File: src/design/q2e_pkg.sv
// ---------------------------------------------------------------------------
// q2e_pkg
// types, widths, constants and helpers of the quaternion to euler pipeline
// ---------------------------------------------------------------------------
`default_nettype none

package q2e_pkg;

   localparam int QW    = 16;  // aligned component, q2.14
   localparam int PW    = 32;  // component product, q.28
   localparam int SW    = 35;  // sums and atan2 arguments, q.28
   localparam int AW    = 30;  // clamped arcsine argument
   localparam int RADW  = 57;  // radicand 2^56 - a*a
   localparam int RESW  = 58;  // square root work register
   localparam int ROOTW = 29;  // final root
   localparam int XYW   = 38;  // cordic x and y
   localparam int ZW    = 35;  // cordic angle, q.30
   localparam int SQRT_STEPS = 29;
   localparam int TABLE_LEN  = 24;
   localparam int Q13_SHIFT  = 17;

   localparam logic signed [SW-1:0] ONE_Q28    = 35'sd268435456;
   localparam logic signed [ZW-1:0] PI_Q30     = 35'sd3373259426;
   localparam logic signed [ZW-1:0] ROUND_Q30  = 35'sd65536;
   localparam logic signed [ZW-1:0] PI_Q13     = 35'sd25736;
   localparam logic signed [ZW-1:0] HALF_PI_Q13 = 35'sd12868;

   localparam logic signed [ZW-1:0] ATAN_Q30 [0:TABLE_LEN-1] = '{
      35'sd843314857, 35'sd497837829, 35'sd263043837, 35'sd133525159,
      35'sd67021687, 35'sd33543516, 35'sd16775851, 35'sd8388437,
      35'sd4194283, 35'sd2097149, 35'sd1048576, 35'sd524288,
      35'sd262144, 35'sd131072, 35'sd65536, 35'sd32768,
      35'sd16384, 35'sd8192, 35'sd4096, 35'sd2048,
      35'sd1024, 35'sd512, 35'sd256, 35'sd128
   };

   typedef struct packed {
      logic signed [SW-1:0] roll_num;
      logic signed [SW-1:0] roll_den;
      logic signed [SW-1:0] yaw_num;
      logic signed [SW-1:0] yaw_den;
      logic signed [AW-1:0] asin_arg;
      logic                 sat;
   } sqrt_payload_type;

   typedef struct packed {
      logic [RADW-1:0] rem;
      logic [RESW-1:0] res;
   } sqrt_state_type;

   typedef struct packed {
      logic signed [XYW-1:0] x;
      logic signed [XYW-1:0] y;
      logic signed [ZW-1:0]  z;
      logic                  zero;
   } lane_type;

   // quadrant fold ahead of the vectoring cells
   function automatic lane_type cordic_init(input logic signed [SW-1:0] y,
                                            input logic signed [SW-1:0] x);
      lane_type l;
      l.zero = (x == '0) && (y == '0);
      l.x    = XYW'(x);
      l.y    = XYW'(y);
      l.z    = '0;
      if (x < 0) begin
         l.z = (y >= 0) ? PI_Q30 : -PI_Q30;
         l.x = -l.x;
         l.y = -l.y;
      end
      return l;
   endfunction

   // round half up from q.30 to q3.13, then clamp
   function automatic logic signed [15:0] to_q13(input logic signed [ZW-1:0] z,
                                                 input logic signed [ZW-1:0] lim);
      logic signed [ZW-1:0] q;
      q = (z + ROUND_Q30) >>> Q13_SHIFT;
      if (q > lim) begin
         q = lim;
      end
      if (q < -lim) begin
         q = -lim;
      end
      return q[15:0];
   endfunction

endpackage

`default_nettype wire

File: src/design/q2e_cordic_cell.sv
// ---------------------------------------------------------------------------
// q2e_cordic_cell
// one vectoring micro-rotation of one atan2 lane
// ---------------------------------------------------------------------------
`default_nettype none

module q2e_cordic_cell #(
   parameter int STAGE = 0
) (
   input  wire logic                clock,
   input  wire logic                enable,
   input  wire q2e_pkg::lane_type   lane_in,
   output q2e_pkg::lane_type        lane_out
);

   q2e_pkg::lane_type            lane_in_c;
   q2e_pkg::lane_type            lane_ff;
   logic signed [q2e_pkg::XYW-1:0] dx;
   logic signed [q2e_pkg::XYW-1:0] dy;

   always_comb begin
      dx        = lane_in.y >>> STAGE;
      dy        = lane_in.x >>> STAGE;
      lane_in_c = lane_in;
      if (lane_in.y >= 0) begin
         lane_in_c.x = lane_in.x + dx;
         lane_in_c.y = lane_in.y - dy;
         lane_in_c.z = lane_in.z + q2e_pkg::ATAN_Q30[STAGE];
      end else begin
         lane_in_c.x = lane_in.x - dx;
         lane_in_c.y = lane_in.y + dy;
         lane_in_c.z = lane_in.z - q2e_pkg::ATAN_Q30[STAGE];
      end
   end

   always_ff @(posedge clock) begin
      if (enable) begin
         lane_ff <= lane_in_c;
      end
   end

   assign lane_out = lane_ff;

endmodule

`default_nettype wire

File: config.mk
export PLATFORM = sky130hd
export DESIGN_NAME = q2e_cordic_cell
export DESIGN_NICKNAME = d
export VERILOG_FILES = /design/src/design/q2e_pkg.sv /design/src/design/q2e_cordic_cell.sv
export SDC_FILE = /design/constraint.sdc
export NUM_CORES = 1
export LEC_CHECK = 0
export BUFFER_PORTS_ARGS = -buffer_cell sky130_fd_sc_hd__buf_2
export CORE_MARGIN = 2
export CORE_UTILIZATION = 55
export DETAILED_ROUTE_END_ITERATION = 7
export GPL_TIMING_DRIVEN = 0
export PLACE_DENSITY_LB_ADDON = 0.08
export SYNTH_ARGS = -nofsm -noshare
export SYNTH_HDL_FRONTEND = slang
export SYNTH_SLANG_ARGS = --single-unit
File: constraint.sdc
create_clock -name clock -period 5.4 [get_ports clock]
set_input_delay 0.54 -clock clock [delete_from_list [all_inputs] [get_ports clock]]
set_output_delay 0.54 -clock clock [all_outputs]
set_load 0.01 [all_outputs]
**Word-level counts from Yosys, hierarchy flattened**

Index checks and enable logic that the tools add are counted.

- Div/mod/pow operators: 0
- Multiplexer cells: 1
- Reductions and logical operators: 0
- Bitwise operators: 0
- Shift-type cells: 0
- $add $sub $neg: 5
- Equality and inequality tests: 0
- Magnitude comparators: 1
- Multiply operators: 0

Operators with widths:

| operator | count |
|---|---|
| $mux 111 | 1 |
| $sub 38x38->38 | 2 |
| $add 38x38->38 | 1 |
| $ge 38x1->1 const B | 1 |
| $add 35x31->35 const B | 1 |
| $sub 35x31->35 const B | 1 |

- Latch bits: 0
- Bits of input ports: 114
- ROM bits: 0
- Bits in writable memories: 0
- Flip-flop bits (word level): 112
- Memories kept: 0

**Longest topological paths before layout**

- Depth in word-level cells: 2
- Gate-level depth with buffers: 18
- Mapped depth without buffers: 12

**Least setup slack after synthesis**

No wires, ideal clock.

- Path type: input to register
- Start point: input lane_in[73] in the netlist's numbering
- End point: register lane_ff, in the netlist lane_out[35] (data pin)
- Path slack: 1026 ps
- Stages on the path: 16
- Data arrival time: 4107 ps
- Buffers on the path: 5
- Cells stage by stage: buf_6 > buf_2 > inv_2 > clkbuf_8 > clkbuf_1 > buf_1 > ha_1 > a21o_1 > a311o_1 > a211o_1 > a21oi_2 > o211ai_2 > a21oi_2 > o21a_1 > o32ai_2 > xor2_1

RTL lines:

| element | line | source |
|---|---|---|
| start: declaration | q2e_cordic_cell.sv:12 | `input wire q2e_pkg::lane_type lane_in,` |
| end signal: assignment | q2e_cordic_cell.sv:38 | `lane_ff <= lane_in_c;` |
| end: declaration | q2e_cordic_cell.sv:17 | `q2e_pkg::lane_type lane_ff;` |

==> impl_metrics.toml <==
[placement]
placed_area_sq_um = 13800
hpwlAfterDp_microns = 34500
number_of_buffer_cells_added_on_primary_ports = 216
final_weighted_congestion_of_routability_driven_global_placement = 0.977
detailedPlace.worstSlack_ns = -0.343

[yosys]
synth_seq_cells = 111
predominant_post_synthesis_flop_cell = "sky130_fd_sc_hd__edfxtp_1"
synth_async_sr_flop_share_pct = 0
yosys_warnings = 0
synthesis.area_sq_um = 12300
synth.net_count = 1720
syn-instance-count = 1476
yosys.cell_types.count = 90
synth-edff-count = 111
register_area_share_after_synthesis_pct = 27.1
avgSynthCellArea_sq_um = 8.34

[power]
vdd_ir_drop_max_v = 0.000164
power.combinational.fraction_pct = 43.7
power_density_nw_per_um2 = 235
p_seq_share_pct = 35.7
power.internal_uw = 1990
leakagePower_uw = 0.00603
power_uw = 3300
switching_share_pct = 39.7
switchingPower_uw = 1310
clock_power_share_pct = 20.7

[worst_setup_path]
worst_setup_path_endpoint = "lane_out[33]"
cp.required_ns = 5.52
cp_data_arrival_time_ns = 5.27
start_kind = "input port"
end_kind = "register"
worst-setup-path-type = "in -> reg"
critical_path.startpoint = "lane_in[73]"
critical_path_peak_fanout = 10

[route]
drt-vias-per-instance = 6.35
detail_route.first_pass.iterations = 8
totalWireLength_microns = 43800
drc = 0
dr.first_iter.drc_count = 1260
route.detailed.wl_per_inst_microns = 22.0
route.vias.total = 12600
postRouteAntennaNets = 0

[grt]
grt_max_degree = 67
grt.overflow.total = 0
first_pass_grt_wire_length_microns = 67700
grt_usage_pct = 36.2
antenna_found_initial = 0
grt_pass1_vias = 12200

[final_layout]
utilization_pct = 64.3
drive_gt1_share_pct = 18.5
seqCellArea_sq_um = 3330
filler_cell_count = 1965
layout.nets = 1948
syn_to_final_growth_pct = 14.3
largest_reg_flops = 111
multi_input_comb_area_sq_um = 8130
final_design_area_no_fill_sq_um = 14100

[floorplan]
initial_utilization_pct = 56.2
chipHeight_microns = 154
die_w_microns = 154
placeableCoreArea_sq_um = 21900
placement_rows = 54
boundaryPins = 226
fp.dieArea_sq_um = 23600

[sta]
achievable-frequency_mhz = 194
grt_setup_unrepaired = "no"
setup_violations = 0
final.period_utilization_pct = 95.4
max_slew.worst_pin.slew_ns = 1.20
period_needed_ns = 5.15
slew_violations = 0
finalHoldViolations = 0
maxSlewHeadroom_pct = 20.3
hold_slack_ns = 0.354
timing.final.ws_setup_ns = 0.248

[hold_path]
worst_hold_startpoint = "lane_in[0]"
timing.hold.worst.class = "in -> reg"

[run_status]
status = "finished clean"

[cts]
cts_root_buffer = "sky130_fd_sc_hd__clkbuf_16"
cts_tree = "built"
clock_tree.buffer_depth = 2
num_cts_buffers = 9
clk_transition_reported_paths_ns = 0.08
htreeDepth = 3
clock_sink_count = 111

[job]
drv_cap = 0
routing by layer:
| metal | track usage, % | up-vias | part of all wire (%) |
|---|---|---|---|
| met5 | 0 | - | 0 |
| met4 | 12.8 | 0 | 3.5 |
| met3 | 5.92 | 122 | 8.9 |
| met2 | 60.8 | 716 | 47 |
| met1 | 47.4 | 5976 | 41 |
| li1 | - | 5826 | - |
cell usage in the layout, fill, tap and decap left out, types with 8 or more instances in the layout:
master,Yosys,routed
sky130_fd_sc_hd__o21ai_1,13,13
sky130_fd_sc_hd__xnor2_1,89,89
sky130_fd_sc_hd__nand3_1,29,29
sky130_fd_sc_hd__mux2i_1,22,22
sky130_fd_sc_hd__nand4_1,25,25
sky130_fd_sc_hd__a31oi_1,18,18
sky130_fd_sc_hd__clkbuf_1,34,34
sky130_fd_sc_hd__nor4_1,11,11
sky130_fd_sc_hd__o21ai_0,102,102
sky130_fd_sc_hd__nand2b_1,15,15
sky130_fd_sc_hd__a211oi_1,22,22
sky130_fd_sc_hd__o21bai_1,31,31
sky130_fd_sc_hd__inv_1,118,118
sky130_fd_sc_hd__a21oi_1,183,183
sky130_fd_sc_hd__o211ai_1,15,15
sky130_fd_sc_hd__nor3_1,30,30
sky130_fd_sc_hd__a21o_1,24,24
sky130_fd_sc_hd__nor2_1,114,114
sky130_fd_sc_hd__clkbuf_16,0,9
sky130_fd_sc_hd__buf_1,10,8
sky130_fd_sc_hd__xor2_1,26,26
sky130_fd_sc_hd__edfxtp_1,111,111
sky130_fd_sc_hd__ha_1,127,127
sky130_fd_sc_hd__nor2b_1,26,26
sky130_fd_sc_hd__o31ai_1,17,17
sky130_fd_sc_hd__buf_2,20,236
sky130_fd_sc_hd__nand2_1,89,89
cell usage after synthesis (all sizes together) (24+ instances only):
library cell,count,share of area (%)
nand3,29,1.2
nor3,30,1.2
nand4,25,1.3
xor2,26,1.8
nand2,89,2.7
a21o,24,1.5
o21ai,116,4.7
inv,123,3.8
buf,36,1.7
ha,127,13
xnor2,89,6.3
nor2b,26,1.3
a21oi,188,7.8
clkbuf,38,1.5
edfxtp,111,27
nor2,114,3.5
a211oi,25,1.6
o21bai,32,2.0
final cells by class:
class,count,area share (%)
tap,280,2.49
antenna,1,0.0178
multi-input combinational,1168,57.8
inverter,123,3.28
timing repair buffer,217,7.90
clock inverter,7,0.463
clock buffer,9,1.60
sequential,111,23.7
buffer,74,2.78
power groups by stage:
stage	registers, uW	logic (uW)	clock network, uW
2_1_floorplan	1270	823	0
4_1_cts	1180	1410	691
5_1_grt	1190	1550	714
3_3_place_gp	1200	1380	0
6_report	1180	1440	682
3_5_place_dp	1200	1400	0
repair_timing:
| item | in CTS | in global routing |
|---|---|---|
| gates resized for setup | 0 | 2 |
| setup endpoints to repair | 0 | 3 |
| endpoints found under the hold margin | 0 | 0 |
| hold buffers | 0 | 0 |
| buffers inserted | 0 | 0 |
critical path, stage by stage:
cell and delay (ns):
sky130_fd_sc_hd__buf_6 0.11, sky130_fd_sc_hd__buf_2 0.26, sky130_fd_sc_hd__buf_2 0.32, sky130_fd_sc_hd__buf_12 0.17, sky130_fd_sc_hd__clkbuf_1 0.52, sky130_fd_sc_hd__buf_2 0.42
sky130_fd_sc_hd__clkbuf_2 0.48, sky130_fd_sc_hd__xor2_1 0.20, sky130_fd_sc_hd__ha_1 0.27, sky130_fd_sc_hd__nor3_1 0.08, sky130_fd_sc_hd__a221oi_1 0.40, sky130_fd_sc_hd__a211o_1 0.28
sky130_fd_sc_hd__a21oi_1 0.12, sky130_fd_sc_hd__o31ai_2 0.37, sky130_fd_sc_hd__a31oi_2 0.19, sky130_fd_sc_hd__o21ai_2 0.21, sky130_fd_sc_hd__mux2i_1 0.23, sky130_fd_sc_hd__xor2_1 0.08
worst min path at each step:
| stage | slack (ns) | cells after the start | endpoint |
|---|---|---|---|
| floorplan | 0.64 | 0 | lane_out[0] |
| global placement | 0.72 | 1 | lane_out[0] |
| CTS | 0.35 | 1 | lane_out[0] |
| global route | 0.35 | 1 | lane_out[0] |
| detailed placement | 0.73 | 1 | lane_out[0] |
| finish | 0.35 | 1 | lane_out[0] |
cells by family (layout without fill, tap and decap cells):
group | Yosys count | in the layout | share of synthesized area (%)
simple gates | 379 | 379 | 15.0
flops | 111 | 111 | 27.1
buf+inv | 197 | 430 | 6.91
mux | 23 | 23 | 1.88
fa+ha+maj | 131 | 131 | 13.5
other cells | 0 | 1 | 0
compound gates | 520 | 520 | 27.4
xor+xnor | 115 | 115 | 8.18
per-stage QoR:
| step | cells | setup TNS (ns) |
|---|---|---|
| 2_1_floorplan | 1476 | 0 |
| 3_3_place_gp | 1972 | -2.89 |
| 3_5_place_dp | 1973 | -0.871 |
| 4_1_cts | 1989 | 0 |
| 5_1_grt | 1989 | 0 |
| 6_report | 1990 | 0 |
No activity file was read; power rests on OpenSTA's default activity.
