`src/design/q2e_pkg.sv`:
```
// ---------------------------------------------------------------------------
// q2e_pkg
// types, widths, constants and helpers of the quaternion to euler pipeline
// ---------------------------------------------------------------------------
`default_nettype none

package q2e_pkg;

   localparam int QW    = 16;  // aligned component, q2.14
   localparam int PW    = 32;  // component product, q.28
   localparam int SW    = 35;  // sums and atan2 arguments, q.28
   localparam int AW    = 30;  // clamped arcsine argument
   localparam int RADW  = 57;  // radicand 2^56 - a*a
   localparam int RESW  = 58;  // square root work register
   localparam int ROOTW = 29;  // final root
   localparam int XYW   = 38;  // cordic x and y
   localparam int ZW    = 35;  // cordic angle, q.30
   localparam int SQRT_STEPS = 29;
   localparam int TABLE_LEN  = 24;
   localparam int Q13_SHIFT  = 17;

   localparam logic signed [SW-1:0] ONE_Q28    = 35'sd268435456;
   localparam logic signed [ZW-1:0] PI_Q30     = 35'sd3373259426;
   localparam logic signed [ZW-1:0] ROUND_Q30  = 35'sd65536;
   localparam logic signed [ZW-1:0] PI_Q13     = 35'sd25736;
   localparam logic signed [ZW-1:0] HALF_PI_Q13 = 35'sd12868;

   localparam logic signed [ZW-1:0] ATAN_Q30 [0:TABLE_LEN-1] = '{
      35'sd843314857, 35'sd497837829, 35'sd263043837, 35'sd133525159,
      35'sd67021687, 35'sd33543516, 35'sd16775851, 35'sd8388437,
      35'sd4194283, 35'sd2097149, 35'sd1048576, 35'sd524288,
      35'sd262144, 35'sd131072, 35'sd65536, 35'sd32768,
      35'sd16384, 35'sd8192, 35'sd4096, 35'sd2048,
      35'sd1024, 35'sd512, 35'sd256, 35'sd128
   };

   typedef struct packed {
      logic signed [SW-1:0] roll_num;
      logic signed [SW-1:0] roll_den;
      logic signed [SW-1:0] yaw_num;
      logic signed [SW-1:0] yaw_den;
      logic signed [AW-1:0] asin_arg;
      logic                 sat;
   } sqrt_payload_type;

   typedef struct packed {
      logic [RADW-1:0] rem;
      logic [RESW-1:0] res;
   } sqrt_state_type;

   typedef struct packed {
      logic signed [XYW-1:0] x;
      logic signed [XYW-1:0] y;
      logic signed [ZW-1:0]  z;
      logic                  zero;
   } lane_type;

   // quadrant fold ahead of the vectoring cells
   function automatic lane_type cordic_init(input logic signed [SW-1:0] y,
                                            input logic signed [SW-1:0] x);
      lane_type l;
      l.zero = (x == '0) && (y == '0);
      l.x    = XYW'(x);
      l.y    = XYW'(y);
      l.z    = '0;
      if (x < 0) begin
         l.z = (y >= 0) ? PI_Q30 : -PI_Q30;
         l.x = -l.x;
         l.y = -l.y;
      end
      return l;
   endfunction

   // round half up from q.30 to q3.13, then clamp
   function automatic logic signed [15:0] to_q13(input logic signed [ZW-1:0] z,
                                                 input logic signed [ZW-1:0] lim);
      logic signed [ZW-1:0] q;
      q = (z + ROUND_Q30) >>> Q13_SHIFT;
      if (q > lim) begin
         q = lim;
      end
      if (q < -lim) begin
         q = -lim;
      end
      return q[15:0];
   endfunction

endpackage

`default_nettype wire

```
`src/design/q2e_sqrt_cell.sv`:
```
// ---------------------------------------------------------------------------
// q2e_sqrt_cell
// one restoring square root step, one result bit, with payload carried along
// ---------------------------------------------------------------------------
`default_nettype none

module q2e_sqrt_cell #(
   parameter int STEP = 0
) (
   input  wire logic                        clock,
   input  wire logic                        enable,
   input  wire q2e_pkg::sqrt_state_type     state_in,
   input  wire q2e_pkg::sqrt_payload_type   payload_in,
   output q2e_pkg::sqrt_state_type          state_out,
   output q2e_pkg::sqrt_payload_type        payload_out
);

   localparam logic [q2e_pkg::RESW-1:0] BIT_VAL =
      q2e_pkg::RESW'(1) << (q2e_pkg::RADW - 1 - 2 * STEP);

   q2e_pkg::sqrt_state_type   state_in_c;
   q2e_pkg::sqrt_state_type   state_ff;
   q2e_pkg::sqrt_payload_type payload_ff;
   logic [q2e_pkg::RESW-1:0]  trial;

   always_comb begin
      trial      = state_in.res + BIT_VAL;
      state_in_c = state_in;
      if ({1'b0, state_in.rem} >= trial) begin
         state_in_c.rem = state_in.rem - trial[q2e_pkg::RADW-1:0];
         state_in_c.res = (state_in.res >> 1) + BIT_VAL;
      end else begin
         state_in_c.res = state_in.res >> 1;
      end
   end

   always_ff @(posedge clock) begin
      if (enable) begin
         state_ff   <= state_in_c;
         payload_ff <= payload_in;
      end
   end

   assign state_out   = state_ff;
   assign payload_out = payload_ff;

endmodule

`default_nettype wire

```
`config.mk`:
```
export PLATFORM = sky130hd
export DESIGN_NAME = q2e_sqrt_cell
export DESIGN_NICKNAME = d
export VERILOG_FILES = /design/src/design/q2e_pkg.sv /design/src/design/q2e_sqrt_cell.sv
export SDC_FILE = /design/constraint.sdc
export NUM_CORES = 1
export LEC_CHECK = 0
export ABC_AREA = 1
export BUFFER_PORTS_ARGS = -buffer_cell sky130_fd_sc_hd__buf_2
export CORE_ASPECT_RATIO = 1.4
export CORE_MARGIN = 8
export CORE_UTILIZATION = 30
export DETAILED_ROUTE_END_ITERATION = 16
export PLACE_DENSITY = 0.65
export SLEW_MARGIN = 20
export SYNTH_ARGS = -nofsm -noshare
export SYNTH_HDL_FRONTEND = slang
export SYNTH_SLANG_ARGS = --single-unit
```
`constraint.sdc`:
```
create_clock -name clock -period 2.19 [get_ports clock]
set_input_delay 0.1095 -clock clock [delete_from_list [all_inputs] [get_ports clock]]
set_output_delay 0.1095 -clock clock [all_outputs]
set_load 0.01 [all_outputs]
```
Yosys cells after proc, flatten, opt, wreduce, memory -nomap -nowiden
Index checks and enable logic that the tools add are counted.

cells by class
  add/subtract/negate cells = 3
  $lt $le $gt $ge = 1
  muxes and demuxes = 2

operator list
  cell                                            number
  two-way mux 57 bit                              2
  adder 57 x 57 -> 58 bit, second input constant  1
  adder 58 x 57 -> 58 bit, second input constant  1
  >= comparator 57 x 58 -> 1 bit                  1
  subtractor 57 bit                               1

storage, ports and cells
  flip-flop bits (word level) = 286
  bits of input ports = 288
  output and inout bits = 286
  logic and storage cells = 15

Longest topological paths before layout
Gate-level depths: netlist of the first run.

  depth in word-level cells = 3
  gate-level depth with buffers = 16
  depth with buffers taken out = 16

Worst setup path before layout of the first run
OpenSTA, ideal clock, no wires.

  path kind = input port to flip-flop
  start point = input port state_in[58] (netlist bit)
  end point = register state_ff, in the netlist state_out[108] (data pin)
  library setup time = 0.253 ns
  data arrival time = 1.741 ns
  required time = 1.937 ns
  slack = 0.197 ns
  stages = 14
  path buffers = 2
  cells stage by stage = inv_1 ha_1 inv_1 fa_1 nand3_1 nand3_1 nand2_1 nand3_2 nand2_2 nand3_4 buf_8 buf_8 nand3_2 nand2_1

RTL lines
  what                  line                 RTL
  from (decl)           q2e_sqrt_cell.sv:12  input wire q2e_pkg::sqrt_state_type state_in,
  to (signal assigned)  q2e_sqrt_cell.sv:39  state_ff <= state_in_c;
  to (decl)             q2e_sqrt_cell.sv:22  q2e_pkg::sqrt_state_type state_ff;

==> impl_metrics.tcl, run 1 <==
set metrics [dict create \
    fin_crit_ns 2.17 \
    cpPeakStageDelay_ns 0.54 \
    die_y_um 280 \
    fin_setup_tns_ns 0 \
    max_clock_freq_mhz 460 \
    tightest_slew_ns 0.436 \
    multi_input_area_um2 5010 \
    die_w_um 205 \
    cts.reportedPaths.clkPinSlew_ns 0.07 \
    routed_via_density 4.52 \
    ys_seq_area_frac 0.575 \
    end_kind "register" \
    start_util 0.304 \
    ios 574 \
    synth_top_area_frac 0.575 \
    hold_viol 0 \
    core_area_um2 49100 \
    antenna_left 0 \
    ir_drop_mv 0.521 \
    place_inst 3091 \
    hp-class "in -> reg" \
    synth_most_common_cell "nand2_1" \
    cts_max_level 1 \
    rows 96 \
    wl_per_cell_um 21.4 \
    critPathBufInv 5 \
    ys.flop_type "edfxtp_1" \
    syn2layout_area_growth_pct 64.3 \
    cp.required_ns 2.51 \
    cts_tree "built" \
    drc 0 \
    routed_wl_um 73700 \
    instances_no_fill 3441 \
    ys_async_sr_fraction 0 \
    path_delay_family "buffers and inverters" \
    grt_pass1_wl_um 103000 \
    crit_type "in -> reg" \
    grt_pass1_vias 16300 \
    nFillCells 4436 \
    grtUsageTotal 0.245 \
    setup_violations 0 \
    dr.pass1.iters 5 \
    numCtsBuffers 28 \
    numClockSinks 286 \
    path_max_fanout 16 \
    synthTopCellsByArea "edfxtp_1, nand2_1, inv_1" \
    outcome "finished, final reports clean" \
    place_area_um2 20400 \
    worstPathArrival_ns 2.50 \
    drive_gt1_frac 0.335 \
    synth_edf_count 286 \
    port_buffers 573 \
    path_cells "dlygate4sd3_1, buf_2, inv_2, ha_4, nand2_1, nand2_1, a21oi_2, nor2_1, nor2_1, nand2_1, a21oi_2, nand3_4, buf_12, clkbuf_16, nand3_1, nand2_1" \
    dieArea_um2 57300 \
    dp_hpwl_um 57900 \
    synth_fp_nets 1999 \
    cts.root.buffer_cell "clkbuf_16" \
    crit_slowest_cell "dlygate4sd3_1" \
    synth.distinct_cells 36 \
    fin_nets 3124 \
    grt_overflow 0 \
    vias 15600 \
    synth_commonest_cells "nand2_1, inv_1, edfxtp_1" \
    power_density_nw_per_um2 653 \
    start_kind "primary input" \
    antenna_found_initial 8 \
    slew_headroom 0.709 \
    seq_area_um2 8590 \
    yosys_register_bits 286 \
    slew_violations 0 \
    drv_cap 0 \
    syn_area_per_cell_um2 9.03 \
    fin_crit_sh 0.993 \
    cts_buffer_depth 3 \
    synth_cells 1653 \
    place.gp.congestion 0.959 \
    grt_max_degree 71 \
    final_cell_area_um2 24500 \
    cp_common_cell "nand2_1" \
    p_leak_nw 12.5 \
    syn_area_um2 14900 \
    drtIter0Drc 775 \
    yosys.area.top_type "edfxtp_1" \
    yosysWarnings 0 \
]
[cells in the final DEF (no fill, tap or decap), types with 2 or more instances in the layout]
cell	Yosys	final
clkinvlp_4	0	4
ha_1	57	52
inv_1	356	352
clkbuf_16	0	32
and2_1	9	9
nand4_1	40	40
xor2_1	27	27
clkinv_4	0	2
nor2_1	90	82
nand3_2	10	12
ha_4	0	5
inv_6	0	6
inv_2	7	11
diode_2	0	5
nor2_2	4	10
nand2_1	584	575
xnor2_1	2	2
or2_2	2	2
o21ai_0	30	30
buf_6	2	3
bufinv_16	0	3
clkinv_2	0	2
buf_12	0	8
nand3b_1	15	15
a21oi_2	1	2
nor3_1	12	11
dlygate4sd3_1	0	283
buf_2	10	572
and3_1	2	2
edfxtp_1	286	286
nand2_2	3	12
clkinv_1	0	4
buf_4	1	243
nor2_4	2	4
nand3_1	53	51
a21oi_1	34	32
[timing repair]
item,CTS,global route
gates resized for setup,0,39
hold buffers,283,0
endpoints found under the hold margin,314,0
setup buffers,0,8
endpoints found under the setup margin,0,59
[where the power goes]
part | internal (mW) | switching, mW
Clock | 2.80 | 2.27
Combinational | 1.86 | 2.34
Sequential | 6.58 | 0.164
[worst min-delay path: cells and delay by family]
family / cells / cell delay (ns)
buf+inv: 2 / 0.23
simple gates: 2 / 0.15
[worst paths after layout]
| path | start | to | slack (ns) | cells past startpoint |
|---|---|---|---|---|
| worst max-delay path | state_in[50] | state_out[96] | 0.02 | 16 |
| worst min-delay path | state_in[110] | state_out[110] | 0.03 | 4 |
[cells by family (layout without fill, tap and decap cells)]
kind of cell | count (synthesis) | count (layout) | synth area share
and+or+nand+nor | 830 | 830 | 0.235
buffers and inverters | 381 | 1527 | 0.0994
DFF | 286 | 286 | 0.575
AOI/OAI and AO/OA | 69 | 69 | 0.0238
adders and majority gates | 58 | 58 | 0.0491
xor gates and xnor gates | 29 | 29 | 0.0170
other | 0 | 5 | 0
[final cells by class]
type | count | share of cell area
diodes | 5 | 0.000510
multi-input cells | 986 | 0.204
inverters | 363 | 0.0556
clock inverters | 21 | 0.00878
well taps | 637 | 0.0325
flip-flops and latches | 286 | 0.350
repair buffers | 1113 | 0.318
clock buffers | 30 | 0.0297
[through the flow]
step                utilization  hold slack (ns)  setup WS (ns)  power, mW
finish                    0.499           0.0328         0.0157       16.0
global route              0.499           0.0353        -0.0373       16.7
CTS                       0.492          0.00891        0.00525       16.0
detailed placement        0.416            0.288         -0.251       10.5
global placement          0.416            0.285         -0.254       10.5
floorplan                     -            0.208          0.197       8.31
[registers in the layout, indices dropped and copies added, names as in the netlist]
name and count:
payload_out 171, state_out 115
[routing by layer]
metal	routed length, um	track usage
met3	4390	0.0393
met5	12	0
met1	25500	0.247
met2	38500	0.457
met4	5400	0.157
(Power assumes the default switching activity.)
==> inputs of run 2 (changes only) <==
--- a/config.mk
+++ b/config.mk
@@ -8,10 +8,11 @@
 export ABC_AREA = 1
 export BUFFER_PORTS_ARGS = -buffer_cell sky130_fd_sc_hd__buf_2
 export CORE_ASPECT_RATIO = 1.4
-export CORE_MARGIN = 8
+export CORE_MARGIN = 1
 export CORE_UTILIZATION = 30
+export CTS_BUF_LIST = sky130_fd_sc_hd__clkbuf_8
 export DETAILED_ROUTE_END_ITERATION = 16
-export PLACE_DENSITY = 0.65
+export PLACE_DENSITY = 0.67
 export SLEW_MARGIN = 20
 export SYNTH_ARGS = -nofsm -noshare
 export SYNTH_HDL_FRONTEND = slang
==> constraint.sdc (replaced) <==
create_clock -name clock -period 2 [get_ports clock]
set_input_delay 0.1 -clock clock [delete_from_list [all_inputs] [get_ports clock]]
set_output_delay 0.1 -clock clock [all_outputs]
set_load 0.01 [all_outputs]
==> run 2 against run 1 <==
Final cell count grew 0.93%; sequential cell count is the same; power grew 9.3%; global-route usage grew 2.1 points; highest routed layer unchanged.
==> impl_metrics.tcl, run 2 (same netlist as run 1, synthesis figures left out) <==
set metrics [dict create \
    outcome "finished, final reports clean" \
    antenna_left 0 \
    mostFrequentLayoutCells "nand2_1, buf_2, inv_1" \
    cts.reportedPaths.clkPinSlew_ns 0.06 \
    min_from "state_in[61]" \
    routed_wl_um 69300 \
    numCtsBuffers 46 \
    grtUsageTotal 0.266 \
    pwr-share-clk 0.322 \
    drtIter0Drc 908 \
    holdPathEnd "state_out[61]" \
    grt_pass1_wl_um 96900 \
    ir_drop_mv 0.644 \
    fin_crit_ns 1.86 \
    end_kind "register" \
    holdWs_ns 0.0232 \
    dieArea_um2 50700 \
    routed_via_density 4.51 \
    post_cts_buffers 0 \
    slew_headroom 0.710 \
    port_buffers 573 \
    vias 15600 \
    start_util 0.304 \
    drv_cap 0 \
    grt_pass1_vias 16000 \
    fin_nets 3142 \
    wl_per_cell_um 20.0 \
    syn2layout_area_growth_pct 63.2 \
    fin_crit_sh 0.931 \
    cp.required_ns 2.34 \
    cts.root.buffer_cell "clkbuf_8" \
    slew_violations 0 \
    hp-class "in -> reg" \
    rsz0062_at_grt "no" \
    worstPathArrival_ns 2.20 \
    instances_no_fill 3473 \
    crit_start "state_in[41]" \
    share_comb_of_total_power 0.252 \
    dp_hpwl_um 54000 \
    final_common_cell "nand2_1" \
    rows 96 \
    cts_tree "built" \
    place_inst 3099 \
    internal_power_mw 12.3 \
    dr.pass1.iters 5 \
    tightest_slew_ns 0.435 \
    p_leak_nw 12.5 \
    p_sw_mw 5.23 \
    grt_overflow 0 \
    start_kind "primary input" \
    place.gp.congestion 1.00 \
    path_max_fanout 33 \
    die_w_um 191 \
    cts_max_level 2 \
    setup_violations 0 \
    core_area_um2 49100 \
    power_density_nw_per_um2 719 \
    drive_gt1_frac 0.328 \
    whs_path_depth 3 \
    cts_buffer_depth 3 \
    antenna_found_initial 8 \
    seqPwrFrac 0.426 \
    switching_share 0.299 \
    max_clock_freq_mhz 537 \
    die_y_um 266 \
    crit_type "in -> reg" \
    hold_viol 0 \
    grt_max_degree 65 \
    numClockSinks 286 \
    ios 574 \
    largest_reg_flops 171 \
    drc 0 \
]
==> run 2: per-layer routing <==
metal / vias up / wire length [um] / GRT usage
met3: 174 / 3640 / 0.0412
met4: 2 / 4670 / 0.174
met2: 651 / 36100 / 0.490
met5: - / 13 / 0
li1: 7535 / - / -
met1: 7287 / 24900 / 0.275
==> run 2: repair_timing <==
item	4_1_cts	5_1_grt
resized for setup	0	4
hold buffers	286	0
endpoints found under the hold margin	323	0
setup endpoints to repair	0	4
==> run 2: how the worst max path moves through the flow <==
stage	to	slack (ns)	cells after the start
global route	state_out[66]	0.02	13
CTS	state_out[90]	0.08	16
global placement	state_out[90]	-0.58	16
detailed placement	state_out[90]	-0.59	16
finish	state_out[66]	0.14	14
floorplan	state_out[108]	0.02	14
==> run 2: per-stage QoR <==
step / total power, mW / area, um2 / util / setup slack [ns] / TNS (ns)
finish: 17.5 / 24400 / 0.496 / 0.137 / 0
global placement: 11.4 / 20500 / 0.417 / -0.580 / -23.50
CTS: 17.6 / 24300 / 0.495 / 0.0774 / 0
detailed placement: 11.5 / 20500 / 0.417 / -0.586 / -25.86
floorplan: 9.10 / 14900 / - / 0.0161 / 0
global route: 18.2 / 24400 / 0.496 / 0.0153 / 0
==> run 2: cell type report <==
type | count | area [um2]
diodes | 5 | 12.5
clock buffers | 46 | 633
clock inverters | 37 | 370
fillers | 4466 | 24800
inverters | 363 | 1360
multi-input cells | 986 | 4860
flip-flops and latches | 286 | 8590
well taps | 637 | 797
repair buffers | 1113 | 7730
==> run 2: worst max-delay path, stage by stage <==
cell and delay (ns):
buf_2 0.09, inv_1 0.04, ha_1 0.34, nand2_1 0.12
inv_2 0.07, buf_4 0.10, nand2_2 0.08, nor2_2 0.22
nand2_1 0.12, nor3_2 0.16, nand4_2 0.15, nand3_4 0.22
buf_12 0.21, o21ai_0 0.13
==> run 2: power by group through the flow <==
| stage | combinational [mW] | clock (mW) | sequential, mW |
|---|---|---|---|
| floorplan | 1.33 | 0 | 7.77 |
| global placement | 3.87 | 0 | 7.56 |
| detailed placement | 3.92 | 0 | 7.56 |
| CTS | 4.39 | 5.73 | 7.45 |
| global route | 4.75 | 5.98 | 7.49 |
| finish | 4.41 | 5.64 | 7.46 |
==> inputs of run 3 (changes only) <==
--- a/config.mk
+++ b/config.mk
@@ -8,7 +8,7 @@
 export ABC_AREA = 1
 export BUFFER_PORTS_ARGS = -buffer_cell sky130_fd_sc_hd__buf_2
 export CORE_ASPECT_RATIO = 1.4
-export CORE_MARGIN = 1
+export CORE_MARGIN = 2
 export CORE_UTILIZATION = 30
 export CTS_BUF_LIST = sky130_fd_sc_hd__clkbuf_8
 export DETAILED_ROUTE_END_ITERATION = 16
==> run 3 against run 2 <==
Worst setup slack got worse by 0.014 ns; final cell count rose by 0.69%; hold slack improved by 0.0063 ns; non-clock buffer count rose by 17; via count rose by 1.4%; utilization rose by 0.44 points; critical path type unchanged.
==> impl_metrics.tcl, run 3 (same netlist as run 1, synthesis figures left out) <==
set metrics [dict create \
    outcome "finished, final reports clean" \
    path_delay_family "buffers and inverters" \
    mostFrequentLayoutCells "nand2_1, buf_2, inv_1" \
    fin_crit_sh 0.938 \
    fin_nets 3161 \
    die_y_um 268 \
    antenna_found_initial 10 \
    fin_setup_tns_ns 0 \
    port_buffers 573 \
    slew_violations 0 \
    start_kind "primary input" \
    holdPathEnd "state_out[102]" \
    min_from "state_in[102]" \
    seqPwrFrac 0.414 \
    whs_path_depth 3 \
    grt_overflow 0 \
    fin_crit_ns 1.88 \
    routed_via_density 4.54 \
    wl_per_cell_um 20.7 \
    start_util 0.304 \
    drc 0 \
    path_cells "dlygate4sd3_1, buf_2, nand2_1, nand2_1, nand3_1, nor2_1, nor2_1, nand2_1, a21oi_2, nand3_4, buf_12, buf_4, nand3_1, nand2_1" \
    rows 96 \
    slew_headroom 0.634 \
    p_leak_nw 12.6 \
    share_comb_of_total_power 0.254 \
    rsz0062_at_grt "yes" \
    grt_pass1_wl_um 101000 \
    grt_pass1_vias 16700 \
    drtIter0Drc 785 \
    antenna_left 0 \
    drv_cap 0 \
    hold_viol 0 \
    cts.reportedPaths.clkPinSlew_ns 0.06 \
    holdWs_ns 0.0295 \
    power_density_nw_per_um2 728 \
    tightest_slew_ns 0.549 \
    vias 15900 \
    largest_reg_flops 171 \
    drive_gt1_frac 0.335 \
    dp_hpwl_um 56100 \
    cp_common_cell "nand2_1" \
    dp_worst_setup_slack_ns -0.560 \
    crit_type "in -> reg" \
    switching_share 0.303 \
    cp.required_ns 2.38 \
    end_kind "register" \
    place_area_um2 20600 \
    final_common_cell "nand2_1" \
    crit_slowest_cell "dlygate4sd3_1" \
    grtUsageTotal 0.273 \
    p_sw_mw 5.42 \
    place_inst 3117 \
    setup_violations 0 \
    pwr-share-clk 0.332 \
    path_max_fanout 25 \
    worstPathArrival_ns 2.26 \
    place.gp.congestion 0.971 \
    cpPeakStageDelay_ns 0.52 \
    cts_max_level 2 \
    setup_slack_ns 0.123 \
    dr.pass1.iters 7 \
    cts_tree "built" \
    numCtsBuffers 48 \
    instances_no_fill 3497 \
    routed_wl_um 72300 \
    ios 574 \
    critPathBufInv 4 \
    ir_drop_mv 1.13 \
    numClockSinks 286 \
    post_cts_buffers 0 \
    final_cell_area_um2 24600 \
    cts_buffer_depth 3 \
    hp-class "in -> reg" \
    internal_power_mw 12.5 \
    max_clock_freq_mhz 533 \
    grt_max_degree 60 \
    syn2layout_area_growth_pct 64.6 \
    die_w_um 193 \
    dieArea_um2 51600 \
    cts.root.buffer_cell "clkbuf_8" \
    core_area_um2 49100 \
]
run 3: changes by cell type in the layout (fill, tap and decap cells not counted), sizes merged:
cell,before,now
buf,827,845
clkbuf,46,49
clkinv,18,17
clkinvlp,2,6
diode,5,7
dlygate4sd3,286,285
inv,373,372
run 3: worst max-delay path by stage:
| stage | slack (ns) | startpoint | end | cells past startpoint |
|---|---|---|---|---|
| after detailed placement | -0.56 | state_in[58] | state_out[102] | 13 |
| after floorplan | 0.02 | state_in[58] | state_out[108] | 14 |
| final | 0.12 | state_in[57] | state_out[97] | 14 |
| after CTS | 0.10 | state_in[58] | state_out[102] | 13 |
| after global placement | -0.51 | state_in[58] | state_out[102] | 13 |
| after global routing | -0.01 | state_in[57] | state_out[68] | 13 |
run 3: metrics by stage:
step           power, mW  utilization
2_1_floorplan       9.10            -
3_3_place_gp        11.5        0.420
3_5_place_dp        11.5        0.420
4_1_cts             18.0        0.499
5_1_grt             18.6        0.500
6_report            17.9        0.500
run 3: metal layers:
layer  part of all wire  vias to the layer above  routed length, um  GRT usage
met5            0.00018                        -                 13          0
met4              0.078                        2               5670      0.192
met3              0.060                      196               4310     0.0468
met2               0.51                      706              36800      0.499
met1               0.35                     7380              25600      0.281
li1                   -                     7580                  -          -
run 3: layout make-up:
type,instances,area [um2]
Clock buffer,49,674
Timing Repair Buffer,1130,7870
Fill cell,4479,24600
Multi-Input combinational cell,986,4870
Antenna cell,7,17.5
Inverter,363,1360
Tap cell,637,797
Sequential cell,286,8590
Clock inverter,39,395
run 3: power by group through the flow:
stage	Combinational [mW]	Sequential, mW	Clock [mW]
after global routing	4.88	7.45	6.29
after global placement	4.00	7.51	0
after floorplan	1.33	7.77	0
after detailed placement	4.03	7.51	0
after CTS	4.50	7.40	6.06
final	4.54	7.41	5.93
run 3: worst min-delay path, cell delays in order:
cell     delay (ns)
buf_2          0.14
nand4_1        0.17
nand2_1        0.08
run 3: timing repair:
item,in CTS,in global routing
gates resized for setup,0,5
endpoints found under the hold margin,324,0
hold buffers,285,0
endpoints found under the setup margin,0,4
